--- src/hw/rtl/sha512_hash_engine_unit_defines.svh ---
// assertion macros used by the hash engine rtl
// depends on nothing; included by files that carry assertions
`ifndef SHA512_HASH_ENGINE_UNIT_DEFINES_SVH
`define SHA512_HASH_ENGINE_UNIT_DEFINES_SVH
// check that a condition implies another in the same cycle
`define SHE_ASSERT_IMP(label, clk, rst_n, a, b) \
	label: assert property (@(posedge clk) disable iff (!rst_n) (a) |-> (b)) \
		else $error("assertion failed");
// check that a condition implies another in the next cycle
`define SHE_ASSERT_NEXT(label, clk, rst_n, a, b) \
	label: assert property (@(posedge clk) disable iff (!rst_n) (a) |=> (b)) \
		else $error("assertion failed");
`endif

--- src/hw/rtl/she_pkg.sv ---
// types, constants and round functions for the sha-512 engine
// depends on nothing
`timescale 1ns / 1ps
`default_nettype none
package she_pkg;
	typedef struct packed {
		logic [63:0]  data;
		logic [3:0]   bytes;
		logic         eom;
	} req_t;

	localparam int QDEPTH = 4;

	localparam logic [63:0] IV512 [8] = '{
		64'h6a09e667f3bcc908, 64'hbb67ae8584caa73b, 64'h3c6ef372fe94f82b,
		64'ha54ff53a5f1d36f1, 64'h510e527fade682d1, 64'h9b05688c2b3e6c1f,
		64'h1f83d9abfb41bd6b, 64'h5be0cd19137e2179};
	localparam logic [63:0] IV384 [8] = '{
		64'hcbbb9d5dc1059ed8, 64'h629a292a367cd507, 64'h9159015a3070dd17,
		64'h152fecd8f70e5939, 64'h67332667ffc00b31, 64'h8eb44a8768581511,
		64'hdb0c2e0d64f98fa7, 64'h47b5481dbefa4fa4};

	localparam logic [63:0] ROUND_K [80] = '{
		64'h428a2f98d728ae22, 64'h7137449123ef65cd, 64'hb5c0fbcfec4d3b2f, 64'he9b5dba58189dbbc,
		64'h3956c25bf348b538, 64'h59f111f1b605d019, 64'h923f82a4af194f9b, 64'hab1c5ed5da6d8118,
		64'hd807aa98a3030242, 64'h12835b0145706fbe, 64'h243185be4ee4b28c, 64'h550c7dc3d5ffb4e2,
		64'h72be5d74f27b896f, 64'h80deb1fe3b1696b1, 64'h9bdc06a725c71235, 64'hc19bf174cf692694,
		64'he49b69c19ef14ad2, 64'hefbe4786384f25e3, 64'h0fc19dc68b8cd5b5, 64'h240ca1cc77ac9c65,
		64'h2de92c6f592b0275, 64'h4a7484aa6ea6e483, 64'h5cb0a9dcbd41fbd4, 64'h76f988da831153b5,
		64'h983e5152ee66dfab, 64'ha831c66d2db43210, 64'hb00327c898fb213f, 64'hbf597fc7beef0ee4,
		64'hc6e00bf33da88fc2, 64'hd5a79147930aa725, 64'h06ca6351e003826f, 64'h142929670a0e6e70,
		64'h27b70a8546d22ffc, 64'h2e1b21385c26c926, 64'h4d2c6dfc5ac42aed, 64'h53380d139d95b3df,
		64'h650a73548baf63de, 64'h766a0abb3c77b2a8, 64'h81c2c92e47edaee6, 64'h92722c851482353b,
		64'ha2bfe8a14cf10364, 64'ha81a664bbc423001, 64'hc24b8b70d0f89791, 64'hc76c51a30654be30,
		64'hd192e819d6ef5218, 64'hd69906245565a910, 64'hf40e35855771202a, 64'h106aa07032bbd1b8,
		64'h19a4c116b8d2d0c8, 64'h1e376c085141ab53, 64'h2748774cdf8eeb99, 64'h34b0bcb5e19b48a8,
		64'h391c0cb3c5c95a63, 64'h4ed8aa4ae3418acb, 64'h5b9cca4f7763e373, 64'h682e6ff3d6b2b8a3,
		64'h748f82ee5defb2fc, 64'h78a5636f43172f60, 64'h84c87814a1f0ab72, 64'h8cc702081a6439ec,
		64'h90befffa23631e28, 64'ha4506cebde82bde9, 64'hbef9a3f7b2c67915, 64'hc67178f2e372532b,
		64'hca273eceea26619c, 64'hd186b8c721c0c207, 64'heada7dd6cde0eb1e, 64'hf57d4f7fee6ed178,
		64'h06f067aa72176fba, 64'h0a637dc5a2c898a6, 64'h113f9804bef90dae, 64'h1b710b35131c471b,
		64'h28db77f523047d84, 64'h32caab7b40c72493, 64'h3c9ebe0a15c9bebc, 64'h431d67c49c100d4c,
		64'h4cc5d4becb3e42b6, 64'h597f299cfc657e2a, 64'h5fcb6fab3ad6faec, 64'h6c44198c4a475817};

	function automatic logic [63:0] rotr(input logic [63:0] x, input int n);
		rotr = (x >> n) | (x << (64 - n));
	endfunction
endpackage
`default_nettype wire

--- src/hw/rtl/she_front.sv ---
// front end: takes requests into a short queue for the compression core
// depends on she_pkg
`timescale 1ns / 1ps
`default_nettype none
module she_front import she_pkg::*; (
	input  wire logic        clk,
	input  wire logic        arst_n,
	input  wire logic        push,
	output logic             full,
	input  wire logic [63:0] data_word,
	input  wire logic [3:0]  byte_count,
	input  wire logic        end_of_message,
	output logic             q_valid,
	output req_t             q_req,
	input  wire logic        q_take
);
	localparam int AW = $clog2(QDEPTH);
	req_t mem_q [QDEPTH];
	logic [AW-1:0] wp_q, rp_q;
	logic [AW:0] cnt_q;
	logic do_push, do_pop;
	req_t in_req;

	// classify the word: a non-final word always counts full bytes
	always_comb begin
		in_req.data = data_word;
		in_req.eom = end_of_message;
		if (!end_of_message || byte_count > 4'd8) in_req.bytes = 4'd8;
		else in_req.bytes = byte_count;
	end

	assign full = (cnt_q == (AW+1)'(QDEPTH));
	assign q_valid = (cnt_q != '0);
	assign q_req = mem_q[rp_q];
	assign do_push = push && !full;
	assign do_pop = q_take && q_valid;

	// queue storage
	always_ff @(posedge clk) begin
		if (do_push) mem_q[wp_q] <= in_req;
	end

	// queue pointers
	always_ff @(posedge clk or negedge arst_n) begin
		if (!arst_n) begin
			wp_q <= '0; rp_q <= '0; cnt_q <= '0;
		end else begin
			if (do_push) wp_q <= wp_q + 1'b1;
			if (do_pop) rp_q <= rp_q + 1'b1;
			cnt_q <= cnt_q + (AW+1)'(do_push) - (AW+1)'(do_pop);
		end
	end
endmodule
`default_nettype wire

--- config.mk ---
export PLATFORM = sky130hd
export DESIGN_NAME = she_front
export DESIGN_NICKNAME = d
export VERILOG_FILES = /design/src/hw/rtl/sha512_hash_engine_unit_defines.svh /design/src/hw/rtl/she_pkg.sv /design/src/hw/rtl/she_front.sv
export SDC_FILE = /design/constraint.sdc
export NUM_CORES = 1
export LEC_CHECK = 0
export BUFFER_PORTS_ARGS = -buffer_cell sky130_fd_sc_hd__clkbuf_2
export CAP_MARGIN = 0
export CORE_ASPECT_RATIO = 0.8
export CORE_MARGIN = 2
export CORE_UTILIZATION = 57
export CTS_CLUSTER_DIAMETER = 60
export DETAILED_ROUTE_END_ITERATION = 7
export MAX_ROUTING_LAYER = met4
export PLACE_DENSITY = 0.88
export SLEW_MARGIN = 10
export SYNTH_ARGS = -nofsm -noshare
export SYNTH_HDL_FRONTEND = slang
export SYNTH_SLANG_ARGS = --single-unit
--- constraint.sdc ---
create_clock -name clk -period 3.41 [get_ports clk]
set_clock_uncertainty 0.05 [all_clocks]
set_input_delay 0.1705 -clock clk [delete_from_list [all_inputs] [get_ports clk]]
set_output_delay 0.1705 -clock clk [all_outputs]
set_load 0.02 [all_outputs]
==> reports/qor.yml <==
floorplanning:
  rows: 44
  die_area_um2: 19600
  die_h_um: 126
  die_x_um: 156
  ios: 144
  initial_utilization_pct: 58.1
  design.core.area_um2: 18100
layout:
  instances_no_fill: 889
  seqCellArea_um2: 8470
  fin_nets: 721
  fill_cells: 1016
  multiInputGateArea_um2: 1870
  layout_common_cells: "edfxtp_1 (276), clkbuf_2 (143), dlygate4sd3_1 (73), mux4_2 (68), clkbuf_16 (27)"
  layout_commonest_cell: "edfxtp_1"
  area_growth_pct: 24.1
  drive_gt1_share_pct: 39.4
  fin_area_um2: 13100
synthesis:
  yosysUniqueCellTypes: 24
  netlist_area_um2: 10500
  synth_cells: 406
  synth_area_per_cell_um2: 25.9
  ys_async_sr_fraction_pct: 2.47
  synth-edff-count: 276
  synth_seq_area_share_pct: 80.4
  yosys_warnings: 0
  synth_fp_nets: 486
  synth-seq-cells: 283
  synth-main-ff-cell: "edfxtp_1"
worst_setup_path:
  arrival_ns: 2.52
  worstPathMaxFanout: 29
  r2r_end: "cnt_q[2]"
  critPathKind: "register to primary output"
  required_ns: 3.19
  start_kind: "register"
  r2r_slack_ns: 0.88
  r2r_cells: 9
  crit_path_end_kind: "primary output"
  reg2reg_from: "cnt_q[1]"
pwr:
  p_per_area_nw_per_um2: 871
  clkPwrFrac_pct: 25.7
  comb_power_share_pct: 29.9
  p_seq_share_pct: 44.4
  ir_drop_mv: 0.529
  leakagePower_uw: 0.00457
  power_switching_share_pct: 31.2
  p_int_uw: 7830
  net-switching-power_uw: 3560
global_routing:
  grt_max_degree: 71
  grt_pass1_wl_mm: 30.9
  overflow: 0
  grt_pass1_vias: 5456
  globalRouteTotalUtil_pct: 21.5
  antenna_found_initial: 1
min_path:
  worstHoldPathType: "input pin to register"
  min-delay-start: "data_word[9]"
  min_path_cells: 2
  hold_end: "mem_q[2][14]"
timing:
  period_share_pct: 80.4
  slew_headroom_pct: 30.4
  worst_slew_pin_slew_ns: 1.04
  fmax_mhz: 365
  holdWs_ns: 0.354
  rsz0062_at_grt: "no"
  finalSetupViolations: 0
  fin_crit_ns: 2.74
  hold_viol_final: 0
  tns_ns: 0
  drv_slew: 0
route:
  drt_iter0_drc: 426
  vias_per_cell: 5.70
  wl_mm: 19.8
  wl_per_cell_um: 22.3
  vias: 5064
  drc: 0
  antenna_left: 0
  detail_route.first_pass.iterations: 5
placed_design:
  place.gp.congestion: 0.776
  port-buffer-count: 143
  dp_hpwl_mm: 11.7
  place_area_um2: 11500
  dp_cells: 769
clock_tree:
  path_clk_slew_ns: 0.06
  cts_setup_buffers: 0
  cts_tree: "done"
  cts_root_buf: "clkbuf_16"
  clock_latency_ns: 0.51
  htreeDepth: 1
  clock_sinks: 283
  cts_buffer_depth: 3
  cts_buffers: 27
  cts_resized: 0
outcome:
  outcome: "finished clean"
run:
  drv_cap: 0
-- Yosys cell counts (all sizes together) (2+ instances only) --
master     n  area, µm²
nand2b     4       25.0
mux4      69       1560
inv        6       22.5
nand4bb    2       22.5
edfxtp   276       8290
and2       3       18.8
xnor2      3       26.3
and3b      4       35.0
dfrtp      7        175
ha         6       75.1
o211ai     2       15.0
buf       15        186
-- layer usage --
| metal | global-route usage, % | vias up | wire length [µm] |
|---|---|---|---|
| li1 | - | 2213 | - |
| met1 | 29.9 | 2594 | 8380 |
| met2 | 33.5 | 221 | 9590 |
| met3 | 4.68 | 36 | 1470 |
| met4 | 4.80 | 0 | 392 |
| met5 | - | - | 0 |
-- stage by stage --
| stage | setup WS (ns) | utilization, % | total power (µW) |
|---|---|---|---|
| floorplan | 0.522 | - | 7480 |
| global placement | 1.16 | 63.3 | 8370 |
| detailed placement | 0.955 | 63.3 | 8510 |
| CTS | 0.598 | 72.1 | 11500 |
| global route | 0.496 | 72.1 | 11900 |
| finish | 0.667 | 72.1 | 11400 |
-- flip-flops by register name, indices dropped and copies added (netlist names) --
signal  flops
rp_q        2
wp_q        2
cnt_q       3
mem_q     276
-- how the worst max path moves through the flow --
stage	from	to	slack, ns
6_report	rp_q[0]	q_req[59]	0.67
3_3_place_gp	cnt_q[1]	cnt_q[2]	1.16
3_5_place_dp	cnt_q[1]	cnt_q[2]	0.95
5_1_grt	rp_q[0]	q_req[59]	0.50
4_1_cts	rp_q[0]	q_req[55]	0.60
2_1_floorplan	cnt_q[2]	mem_q[0][0]	0.52
-- power by group through the flow --
stage / Combinational [µW] / Sequential [µW] / Clock (µW)
2_1_floorplan: 2670 / 4810 / 0
3_3_place_gp: 3300 / 5070 / 0
3_5_place_dp: 3360 / 5140 / 0
4_1_cts: 3450 / 5080 / 2960
5_1_grt: 3630 / 5150 / 3110
6_report: 3410 / 5060 / 2920
-- critical path, cell delays in order, from the launching register on --
cell	delay, ns
dfrtp_4	0.82
buf_4	0.42
mux4_2	0.58
clkbuf_2	0.18
-- layout make-up --
| class | count | area share [%] |
|---|---|---|
| inverter | 6 | 0.172 |
| tap | 230 | 2.20 |
| clock inverter | 14 | 1.27 |
| multi-input combinational | 101 | 14.3 |
| antenna | 1 | 0.0192 |
| sequential | 283 | 64.8 |
| timing repair buffer | 222 | 11.9 |
| clock buffer | 32 | 5.32 |
-- what timing repair did --
item,CTS,global route
hold buffers,73,0
setup endpoints to repair,0,0
endpoints found under the hold margin,286,0
-- cells by family after synthesis --
| group | Yosys count | share of synthesized area, % |
|---|---|---|
| flops | 283 | 80.4 |
| xor+xnor | 4 | 0.333 |
| mux | 69 | 14.8 |
| compound gates | 4 | 0.309 |
| fa+ha+maj | 7 | 0.903 |
| buf+inv | 22 | 2.02 |
| simple gates | 17 | 1.24 |
Note: power is estimated with default switching activity, not from simulation.
